### src/sv/mlrd_pkg.sv
// Shared types and constants for the MIDI loop recorder and detector.
package mlrd_pkg;

	localparam int MAX_EVENTS = 32;
	localparam int CNT_W      = $clog2(MAX_EVENTS + 1);
	localparam int CHAN_W     = 4;
	localparam int NOTE_W     = 7;
	localparam int VEL_W      = 7;
	localparam int TIME_W     = 32;
	localparam int OFS_W      = 16;
	localparam int STAT_W     = 4;
	localparam int MODE_W     = 2;

	localparam logic CMD_START = 1'b0;
	localparam logic CMD_NOTE  = 1'b1;

	typedef enum logic [STAT_W-1:0] {
		STS_NOT_REC      = 4'd0,
		STS_ON_STORED    = 4'd1,
		STS_OFF_MATCHED  = 4'd2,
		STS_LEAD_OFF     = 4'd3,
		STS_OVERFLOW     = 4'd4,
		STS_UNMATCHED    = 4'd5,
		STS_LOOP_PLAYING = 4'd6,
		STS_LOOP_READY   = 4'd7,
		STS_ARMED        = 4'd8
	} status_t;

	typedef enum logic [MODE_W-1:0] {
		MODE_IDLE      = 2'd0,
		MODE_PLAYING   = 2'd1,
		MODE_RECORDING = 2'd2
	} slot_mode_t;

	// One recorded note: pitch, start offset from the base time and length.
	// A length of zero marks the note as still open.
	typedef struct packed {
		logic [NOTE_W-1:0] note;
		logic [OFS_W-1:0]  offset;
		logic [OFS_W-1:0]  length;
	} entry_t;

	// Key broadcast to every cell while a note-off looks for its note-on.
	typedef struct packed {
		logic [NOTE_W-1:0] key_note;
		logic [OFS_W-1:0]  key_rel;
	} seek_t;

	// Outcome reported by a cell that holds the search token.
	typedef struct packed {
		logic hit;
		logic miss;
	} cell_stat_t;

endpackage

### src/sv/mlrd_if.sv
// Handshake channel interfaces for note events, results and the mode register.

interface mlrd_midi_if import mlrd_pkg::*; ();
	logic              valid;
	logic              ready;
	logic              cmd;
	logic [CHAN_W-1:0] midi_channel;
	logic [NOTE_W-1:0] note_number;
	logic [VEL_W-1:0]  note_velocity;
	logic [TIME_W-1:0] time_ms;

	modport source (output valid, cmd, midi_channel, note_number, note_velocity, time_ms,
		input ready);
	modport sink (input valid, cmd, midi_channel, note_number, note_velocity, time_ms,
		output ready);
endinterface

interface mlrd_report_if import mlrd_pkg::*; ();
	logic              valid;
	logic              ready;
	logic [STAT_W-1:0] status_code;
	logic [MODE_W-1:0] slot_state;
	logic [CNT_W-1:0]  event_count;
	logic [CNT_W-1:0]  loop_length;
	logic [OFS_W-1:0]  loop_gap_ms;
	logic [CHAN_W-1:0] loop_channel;

	modport source (output valid, status_code, slot_state, event_count, loop_length,
		loop_gap_ms, loop_channel, input ready);
	modport sink (input valid, status_code, slot_state, event_count, loop_length,
		loop_gap_ms, loop_channel, output ready);
endinterface

interface mlrd_cfg_if ();
	logic valid;
	logic ready;
	logic auto_mode;

	modport source (output valid, auto_mode, input ready);
	modport sink (input valid, auto_mode, output ready);
endinterface

### src/sv/midi_loop_recorder_detector_core.sv
// Top level of the MIDI loop recorder and detector for one looper slot.
//
// Channels: "midi" takes one transaction per command or note event (a start command
// clears the slot and arms recording, a note event carries channel, note, velocity and
// a millisecond timestamp). "report" gives exactly one result transaction per accepted
// event: a status code and the slot mode, event count, loop length, loop gap and channel
// after that event. "cfg" writes the auto_mode bit and is always ready; write it only
// while the block is idle.
// Results: start commands, note-ons and events that need no search give their result in
// the cycle after acceptance. A note-off walks a token through the row of event cells,
// one cell per cycle from the newest entry backward, until it finds the open entry or
// runs past the stored events; the length of that walk sets the worst-case rate.
// One event is in work at a time. Events that need no search can follow one per cycle:
// the next event is accepted in the cycle in which the previous result leaves the output
// register, and only once any note-off search has finished.
// When the receiver stalls, the result holds in the output register and no further
// event is taken until that result has been accepted.
// Reset: the slot goes idle with no stored events and no loop, auto_mode is 1, and
// the output register is empty. The entry cells are not cleared; only entries below
// the event count are ever looked at.
module midi_loop_recorder_detector_core import mlrd_pkg::*; (
	input logic         clk,
	input logic         arst_n,
	mlrd_midi_if.sink   midi,
	mlrd_report_if.source report,
	mlrd_cfg_if.sink    cfg
);

	// Control sequencer: either waiting for an event or running a note-off search.
	typedef enum logic [1:0] {
		FSM_IDLE = 2'b01,
		FSM_SEEK = 2'b10
	} fsm_t;

	fsm_t              state_q, state_d;
	logic              auto_mode_q;
	logic [CNT_W-1:0]  count_q, count_d;
	logic [CNT_W-1:0]  flen_q, flen_d;
	logic [OFS_W-1:0]  fgap_q, fgap_d;
	logic [TIME_W-1:0] base_q, base_d;
	logic [CHAN_W-1:0] chan_q, chan_d;
	slot_mode_t        mode_q, mode_d;
	logic [NOTE_W-1:0] first_note_q, second_note_q;
	seek_t             seek_q;

	logic              in_fire;
	logic              do_out;
	status_t           status_d;
	logic              shift;
	logic              seek_go;
	logic              hit_any;
	logic              miss_any;
	logic [TIME_W-1:0] tdiff;
	entry_t            new_ent;

	entry_t                ent_vec [MAX_EVENTS];
	logic [MAX_EVENTS-1:0] tok_vec;
	logic [MAX_EVENTS-1:0] hit_vec;
	logic [MAX_EVENTS-1:0] miss_vec;
	logic [MAX_EVENTS-1:0] live_vec;

	logic out_valid_q;

	// The configuration register is written whenever a transaction arrives.
	assign cfg.ready = 1'b1;

	always_ff @(posedge clk or negedge arst_n) begin
		if (!arst_n) begin
			auto_mode_q <= 1'b1;
		end else if (cfg.valid) begin
			auto_mode_q <= cfg.auto_mode;
		end
	end

	// A new event is taken when no search runs and the output register is free or
	// is being emptied in this cycle.
	assign midi.ready = (state_q == FSM_IDLE) && (!out_valid_q || report.ready);
	assign in_fire    = midi.valid && midi.ready;

	// The row of cells: new entries enter at cell 0 and every entry moves one cell
	// on, so cell 0 holds the newest event and cell i the (i+1)-th newest.
	assign new_ent.note   = midi.note_number;
	assign new_ent.offset = tdiff[OFS_W-1:0];
	assign new_ent.length = '0;

	genvar gi;
	generate
		for (gi = 0; gi < MAX_EVENTS; gi++) begin : g_cell
			entry_t     ent_in;
			logic       tok_in;
			cell_stat_t stat;

			if (gi == 0) begin : g_head
				assign ent_in = new_ent;
				assign tok_in = seek_go;
			end else begin : g_body
				assign ent_in = ent_vec[gi-1];
				assign tok_in = tok_vec[gi-1];
			end

			assign live_vec[gi] = CNT_W'(gi) < count_q;

			mlrd_cell u_cell (
				.clk     (clk),
				.arst_n  (arst_n),
				.shift   (shift),
				.ent_in  (ent_in),
				.ent     (ent_vec[gi]),
				.live    (live_vec[gi]),
				.seek    (seek_q),
				.tok_in  (tok_in),
				.tok_out (tok_vec[gi]),
				.stat    (stat)
			);

			assign hit_vec[gi]  = stat.hit;
			assign miss_vec[gi] = stat.miss;
		end
	endgenerate

	// A token that runs past the last cell also means no open entry was found.
	assign hit_any  = |hit_vec;
	assign miss_any = (|miss_vec) || tok_vec[MAX_EVENTS-1];

	// Offset of the incoming event from the base time; the first note-on of a take
	// becomes the base time itself.
	assign tdiff = midi.time_ms - base_d;

	always_comb begin
		state_d  = state_q;
		count_d  = count_q;
		flen_d   = flen_q;
		fgap_d   = fgap_q;
		base_d   = base_q;
		chan_d   = chan_q;
		mode_d   = mode_q;
		status_d = STS_NOT_REC;
		do_out   = 1'b0;
		shift    = 1'b0;
		seek_go  = 1'b0;

		if (in_fire) begin
			do_out = 1'b1;
			if (midi.cmd == CMD_START) begin
				count_d  = '0;
				flen_d   = '0;
				chan_d   = '0;
				mode_d   = MODE_RECORDING;
				status_d = STS_ARMED;
			end else if (mode_q != MODE_RECORDING) begin
				status_d = STS_NOT_REC;
			end else if (count_q >= CNT_W'(MAX_EVENTS)) begin
				count_d  = '0;
				flen_d   = '0;
				chan_d   = '0;
				mode_d   = MODE_IDLE;
				status_d = STS_OVERFLOW;
			end else if (midi.note_velocity == '0 && count_q == '0) begin
				status_d = STS_LEAD_OFF;
			end else if (midi.note_velocity == '0) begin
				// Note-off: the result waits for the search through the row.
				do_out  = 1'b0;
				seek_go = 1'b1;
				state_d = FSM_SEEK;
			end else begin
				if (count_q == '0) begin
					chan_d = midi.midi_channel;
					base_d = midi.time_ms;
				end
				shift    = 1'b1;
				count_d  = count_q + 1'b1;
				status_d = STS_ON_STORED;
				// With at least four events, the first two notes must match the two
				// newest: the one in cell 0 now and the one arriving.
				if (count_q >= CNT_W'(3) && first_note_q == ent_vec[0].note &&
					second_note_q == midi.note_number) begin
					flen_d = count_q - 1'b1;
					fgap_d = ent_vec[0].offset - ent_vec[1].offset;
					if (auto_mode_q) begin
						mode_d   = MODE_PLAYING;
						status_d = STS_LOOP_PLAYING;
					end else begin
						status_d = STS_LOOP_READY;
					end
				end
			end
		end else if (state_q == FSM_SEEK) begin
			if (hit_any) begin
				do_out   = 1'b1;
				status_d = STS_OFF_MATCHED;
				state_d  = FSM_IDLE;
			end else if (miss_any) begin
				do_out   = 1'b1;
				count_d  = '0;
				flen_d   = '0;
				chan_d   = '0;
				mode_d   = MODE_IDLE;
				status_d = STS_UNMATCHED;
				state_d  = FSM_IDLE;
			end
		end
	end

	always_ff @(posedge clk or negedge arst_n) begin
		if (!arst_n) begin
			state_q <= FSM_IDLE;
			count_q <= '0;
			flen_q  <= '0;
			fgap_q  <= '0;
			base_q  <= '0;
			chan_q  <= '0;
			mode_q  <= MODE_IDLE;
		end else begin
			state_q <= state_d;
			count_q <= count_d;
			flen_q  <= flen_d;
			fgap_q  <= fgap_d;
			base_q  <= base_d;
			chan_q  <= chan_d;
			mode_q  <= mode_d;
		end
	end

	// The first two notes of a take are kept aside for the loop compare.
	always_ff @(posedge clk) begin
		if (shift && count_q == '0) begin
			first_note_q <= midi.note_number;
		end
		if (shift && count_q == CNT_W'(1)) begin
			second_note_q <= midi.note_number;
		end
		if (seek_go) begin
			seek_q.key_note <= midi.note_number;
			seek_q.key_rel  <= tdiff[OFS_W-1:0];
		end
	end

	// Output register.
	always_ff @(posedge clk or negedge arst_n) begin
		if (!arst_n) begin
			out_valid_q <= 1'b0;
		end else if (do_out) begin
			out_valid_q <= 1'b1;
		end else if (report.ready) begin
			out_valid_q <= 1'b0;
		end
	end

	always_ff @(posedge clk) begin
		if (do_out) begin
			report.status_code  <= status_d;
			report.slot_state   <= mode_d;
			report.event_count  <= count_d;
			report.loop_length  <= flen_d;
			report.loop_gap_ms  <= fgap_d;
			report.loop_channel <= chan_d;
		end
	end

	assign report.valid = out_valid_q;

	// At most one cell carries the search token or reports its outcome.
	a_one_token: assert property (@(posedge clk) disable iff (!arst_n)
		$onehot0(tok_vec | hit_vec | miss_vec))
		else $error("more than one cell active in the note-off search");

	// Search outcomes appear only while the sequencer waits for them.
	a_seek_only: assert property (@(posedge clk) disable iff (!arst_n)
		(hit_any || miss_any) |-> (state_q == FSM_SEEK))
		else $error("search outcome outside of a note-off search");

	// A running search never coexists with a pending result.
	a_no_out_in_seek: assert property (@(posedge clk) disable iff (!arst_n)
		(state_q == FSM_SEEK) |-> !out_valid_q)
		else $error("result pending while a search runs");

	// The row never holds more events than it has cells.
	a_count_bound: assert property (@(posedge clk) disable iff (!arst_n)
		count_q <= CNT_W'(MAX_EVENTS))
		else $error("event count beyond row size");

	// A search starts only with stored events and puts the sequencer into the search state.
	a_token_start: assert property (@(posedge clk) disable iff (!arst_n)
		seek_go |=> (state_q == FSM_SEEK) && (count_q != '0))
		else $error("note-off search started without stored events");

endmodule

### src/sv/mlrd_cell.sv
// One storage cell of the event row: holds an entry and passes the search token on.
module mlrd_cell import mlrd_pkg::*; (
	input  logic       clk,
	input  logic       arst_n,
	input  logic       shift,
	input  entry_t     ent_in,
	output entry_t     ent,
	input  logic       live,
	input  seek_t      seek,
	input  logic       tok_in,
	output logic       tok_out,
	output cell_stat_t stat
);

	entry_t ent_q;
	logic   tok_q;
	logic   match;

	// The token claims this cell only if it holds a stored, still open entry of the key note.
	assign match = tok_q && live && (ent_q.note == seek.key_note) && (ent_q.length == '0);

	assign stat.hit  = match;
	assign stat.miss = tok_q && !live;
	assign tok_out   = tok_q && live && !match;
	assign ent       = ent_q;

	always_ff @(posedge clk or negedge arst_n) begin
		if (!arst_n) begin
			tok_q <= 1'b0;
		end else begin
			tok_q <= tok_in;
		end
	end

	always_ff @(posedge clk) begin
		if (shift) begin
			ent_q <= ent_in;
		end else if (match) begin
			ent_q.length <= seek.key_rel - ent_q.offset;
		end
	end

endmodule
### src/flat_wrapper.sv
// flat-port wrapper written by rule: the top's interface ports become plain ports
module midi_loop_recorder_detector_core_flat import mlrd_pkg::*;
  (clk, arst_n, midi_valid, midi_cmd, midi_midi_channel, midi_note_number, midi_note_velocity, midi_time_ms, midi_ready, report_valid, report_status_code, report_slot_state, report_event_count, report_loop_length, report_loop_gap_ms, report_loop_channel, report_ready, cfg_valid, cfg_auto_mode, cfg_ready);
  mlrd_midi_if midi_i ();
  mlrd_report_if report_i ();
  mlrd_cfg_if cfg_i ();
  input logic clk;
  input logic arst_n;
  input wire logic [$bits(midi_i.valid)-1:0] midi_valid;
  input wire logic [$bits(midi_i.cmd)-1:0] midi_cmd;
  input wire logic [$bits(midi_i.midi_channel)-1:0] midi_midi_channel;
  input wire logic [$bits(midi_i.note_number)-1:0] midi_note_number;
  input wire logic [$bits(midi_i.note_velocity)-1:0] midi_note_velocity;
  input wire logic [$bits(midi_i.time_ms)-1:0] midi_time_ms;
  output wire logic [$bits(midi_i.ready)-1:0] midi_ready;
  output wire logic [$bits(report_i.valid)-1:0] report_valid;
  output wire logic [$bits(report_i.status_code)-1:0] report_status_code;
  output wire logic [$bits(report_i.slot_state)-1:0] report_slot_state;
  output wire logic [$bits(report_i.event_count)-1:0] report_event_count;
  output wire logic [$bits(report_i.loop_length)-1:0] report_loop_length;
  output wire logic [$bits(report_i.loop_gap_ms)-1:0] report_loop_gap_ms;
  output wire logic [$bits(report_i.loop_channel)-1:0] report_loop_channel;
  input wire logic [$bits(report_i.ready)-1:0] report_ready;
  input wire logic [$bits(cfg_i.valid)-1:0] cfg_valid;
  input wire logic [$bits(cfg_i.auto_mode)-1:0] cfg_auto_mode;
  output wire logic [$bits(cfg_i.ready)-1:0] cfg_ready;
  assign midi_i.valid = midi_valid;
  assign midi_i.cmd = midi_cmd;
  assign midi_i.midi_channel = midi_midi_channel;
  assign midi_i.note_number = midi_note_number;
  assign midi_i.note_velocity = midi_note_velocity;
  assign midi_i.time_ms = midi_time_ms;
  assign midi_ready = midi_i.ready;
  assign report_valid = report_i.valid;
  assign report_status_code = report_i.status_code;
  assign report_slot_state = report_i.slot_state;
  assign report_event_count = report_i.event_count;
  assign report_loop_length = report_i.loop_length;
  assign report_loop_gap_ms = report_i.loop_gap_ms;
  assign report_loop_channel = report_i.loop_channel;
  assign report_i.ready = report_ready;
  assign cfg_i.valid = cfg_valid;
  assign cfg_i.auto_mode = cfg_auto_mode;
  assign cfg_ready = cfg_i.ready;
  midi_loop_recorder_detector_core u_core (.clk(clk), .arst_n(arst_n), .midi(midi_i), .report(report_i), .cfg(cfg_i));
endmodule
### config.mk
export PLATFORM = sky130hd
export DESIGN_NAME = midi_loop_recorder_detector_core_flat
export DESIGN_NICKNAME = d
export VERILOG_FILES = /design/src/sv/mlrd_pkg.sv /design/src/sv/mlrd_if.sv /design/src/sv/midi_loop_recorder_detector_core.sv /design/src/sv/mlrd_cell.sv /design/src/flat_wrapper.sv
export SDC_FILE = /design/constraint.sdc
export NUM_CORES = 2
export LEC_CHECK = 0
export BUFFER_PORTS_ARGS = -buffer_cell sky130_fd_sc_hd__buf_2
export CAP_MARGIN = 20
export CORE_UTILIZATION = 25
export DETAILED_ROUTE_END_ITERATION = 16
export PLACE_DENSITY = 0.4
export SETUP_SLACK_MARGIN = 0.1
export SYNTH_ARGS = -nofsm -noshare
export SYNTH_HDL_FRONTEND = slang
export SYNTH_HIERARCHICAL = 1
export SYNTH_SLANG_ARGS = --single-unit
### constraint.sdc
create_clock -name clk -period 56.1 [get_ports clk]
set_clock_uncertainty 0.1 [all_clocks]
set_input_delay 0 -clock clk [delete_from_list [all_inputs] [get_ports clk]]
set_output_delay 0 -clock clk [all_outputs]
set_load 0.01 [all_outputs]
==> results.yml <==
worst_setup_path:
  crit_buf_inv: 6
  path_cells: "nand2b_1 > and4_1 > nand2_1 > nor2_4 > buf_12 > buf_4 > buf_4 > buf_4 > buf_4 > inv_1 > nand2_1 > a21oi_1 > a311oi_1"
  crit_top_cell: "buf_4"
  cp_data_arrival_time_ns: 6.99
  cp-end-kind: "register"
  required_ns: 56.61
  crit_fanout: 163
  cp-start-kind: "register"
  r2r_setup_slack_ns: 49.62
  slowest_delay_ns: 0.83
  cp_slowest_cell: "buf_4"
  critical_path_class: "register to register"
  path_delay_family: "buffers and inverters"
timing:
  rsz0062_at_grt: "no"
  min_period_ns: 6.48
  fin_crit_sh_pct: 11.6
  max_freq_mhz: 154
  slew_headroom_pct: 24.3
  timing_hold_violations_final: 0
  tightestPinTransition_ns: 1.13
  slew_viol_final: 0
  fin_setup_tns_ns: 0
  setup_violations: 0
floorplanning:
  rows: 208
  initial_core_util_pct: 25.2
  die_area_mm2: 0.326
  die_width_um: 571
  ios: 98
  core-area_mm2: 0.322
  fp.dieH_um: 571
yosys:
  postSynthCellCount: 7407
  synth_top_cell_by_area: "edfxtp_1"
  ys_seq_area_share_pct: 51.7
  synth_edf_count: 1323
  synth_top_area_share_pct: 49.0
  avgSynthCellArea_um2: 10.9
  synthArstFlopShare_pct: 6.10
  syn_area_mm2: 0.0810
  synth_ff_type: "edfxtp_1"
  ys_types: 89
  ys_warn_count: 6
  yosys-top-cells-area: "edfxtp_1 (49%), ha_1 (7.9%), nand2_1 (4.4%)"
  synth-seq-cells: 1409
placement:
  dp_hpwl_um: 175000
  numPortBuffers: 80
  place.gp.congestion: 0.862
  dp.cells: 11711
cells_and_area:
  fill_cells: 33298
  num-nets-final: 8275
  layout_common_cells: "edfxtp_1 (1323), nand2_1 (949), inv_1 (665)"
  final_common_cell: "edfxtp_1"
  fin_cells: 12121
  syn2layout_area_growth_pct: 14.8
  drive_gt1_share_pct: 8.30
power_and_ir_drop:
  power.switching_mw: 0.463
  p_seq_share_pct: 50.4
  vdd_drop_max_mv: 0.0226
  powerDensity_mw_per_mm2: 24.2
  internal_power_mw: 1.79
  switching_share_pct: 20.5
  p_leak_nw: 34.6
  p_comb_share_pct: 0.7
  p_clk_share_pct: 49.0
run_status:
  outcome: "completed"
drt:
  vias: 57123
  drt_iter0_drc: 3434
  drt_pass1_iterations: 6
  antenna_left: 0
  via_per_inst: 4.71
  routed_wl_um: 237000
  drc: 0
  wl_per_cell_um: 19.5
clock_tree:
  cts_max_level: 4
  cts_root_buffer: "clkbuf_16"
  clkLatencyLatePin_ns: 0.84
  cts_setup_buffers: 0
  clock-sinks: 1409
  cts_tree: "yes"
  ctsLongestPathBuffers: 4
  clk_pin_slew_ns: 0.06
  cts_made_buffers: 179
global_routing:
  grt_max_degree: 164
  grt_pass1_vias: 57221
  antenna_found_initial: 7
  grt_pass1_wl_um: 359000
  grt-ovfl-total: 0
  grt_usage_pct: 14.3
job:
  cap_violations: 0
hold_path:
  min_path_type: "primary input to register"
-- power groups by stage --
| stage | registers (mW) | logic, mW | clock network, mW |
|---|---|---|---|
| 5_1_grt | 1.13 | 0.0163 | 1.18 |
| 4_1_cts | 1.13 | 0.0150 | 1.15 |
| 3_3_place_gp | 1.16 | 0.0107 | 0 |
| 3_5_place_dp | 1.16 | 0.0106 | 0 |
| 6_report | 1.13 | 0.0150 | 1.10 |
| 2_1_floorplan | 1.16 | 0.00466 | 0 |
-- cells in the mapped netlist (43+ instances only) --
cell type  count
o21ai_0      522
a211oi_1      56
nand4_1       93
a21oi_2       43
clkbuf_1     123
ha_1         510
o21ai_1       47
xor2_1       201
edfxtp_1    1323
xnor2_1      366
o31ai_1      110
o211ai_1      98
and3_1        44
dfrtp_1       84
nand2_1      949
a21oi_1      354
nor2_1       272
nor4_1       180
or2_2         46
nor3_1        69
nand2b_1     131
a31oi_1       48
o21a_1        74
inv_1        665
nor2b_1       98
a21o_1       152
nand3_1       73
-- per-layer routing --
| metal | GRT usage (%) | vias to the layer above | wire length [µm] |
|---|---|---|---|
| met5 | 0 | - | 0 |
| met4 | 3.60 | 0 | 5810 |
| met3 | 1.69 | 308 | 7470 |
| met2 | 23.9 | 948 | 111000 |
| met1 | 19.5 | 28050 | 112000 |
| li1 | - | 27817 | - |
-- final timing paths --
path	depth (start not counted)	from	endpoint
max	13	u_core/report.valid	u_core/g_cell[19].u_cell/ent[11]
min	6	midi_time_ms[1]	u_core/base_q[1]
max reg2reg	13	u_core/report.valid	u_core/g_cell[19].u_cell/ent[11]
min reg2reg	0	u_core/g_cell[20].u_cell/ent[18]	u_core/g_cell[21].u_cell/ent[18]
max in group asynchronous	4	arst_n	u_core/g_cell[27].u_cell/tok_q
min in group asynchronous	4	arst_n	u_core/fgap_q[13]
-- worst register-to-register path: stages, from the launching register on --
cell and delay [ns]:
dfrtp_1 0.38, nand2b_1 0.23, and4_1 0.61, nand2_1 0.36
nor2_4 0.21, buf_12 0.44, buf_4 0.84, buf_4 0.82
buf_4 0.78, buf_4 0.66, inv_1 0.37, nand2_1 0.15
a21oi_1 0.05, a311oi_1 0.28
-- cell families (layout without fill, tap and decap cells) --
family	after synthesis	in the layout	synth area share [%]
DFF	1409	1409	51.7
other	2	27	0.00927
and+or+nand+nor	2074	2074	12.2
adders and majority gates	544	544	8.72
muxes	24	24	0.300
AOI/OAI and AO/OA	1941	1941	16.7
xor gates and xnor gates	567	567	6.13
buffers and inverters	846	1230	4.27
-- flip-flops by register name, indices dropped and copies added (netlist names), 6 cells and up --
signal and cells:
u_core/flen_q 6, u_core/g_cell.u_cell/tok_q 32, u_core/g_cell.u_cell/ent 1248, u_core/first_note_q 7
u_core/report.loop_gap_ms 16, u_core/report.loop_length 6, u_core/base_q 16, u_core/second_note_q 7
u_core/seek_q 23, u_core/count_q 6, u_core/fgap_q 16, u_core/report.event_count 6
-- stage by stage --
step	hold WS (ns)	util [%]	total power [mW]	worst slack, ns	area, µm²
after floorplan	-0.396	-	1.16	15.40	81100
after global placement	-0.106	26.9	1.17	49.45	86600
final	0.121	28.9	2.25	49.62	93000
after detailed placement	-0.102	26.9	1.17	49.45	86600
after CTS	0.0556	28.9	2.30	49.40	93000
after global routing	0.125	28.9	2.33	48.95	93000
-- cell type report --
| type | instances | area [µm²] | share of cell area, % |
|---|---|---|---|
| Sequential cell | 1409 | 41900 | 45.0 |
| Multi-Input combinational cell | 5167 | 35800 | 38.4 |
| Tap cell | 4305 | 5390 | 5.79 |
| Clock buffer | 236 | 4850 | 5.21 |
| Inverter | 668 | 2510 | 2.70 |
| Timing Repair Buffer | 249 | 1980 | 2.13 |
| Clock inverter | 77 | 619 | 0.666 |
| Antenna cell | 10 | 25.0 | 0.0269 |
-- timing repair --
action / CTS / global route
hold buffers: 85 / 0
setup endpoints to repair: 0 / 0
hold endpoints to repair: 208 / 0
gates resized for setup: 0 / 0
No activity file was read; power rests on OpenSTA's default activity.
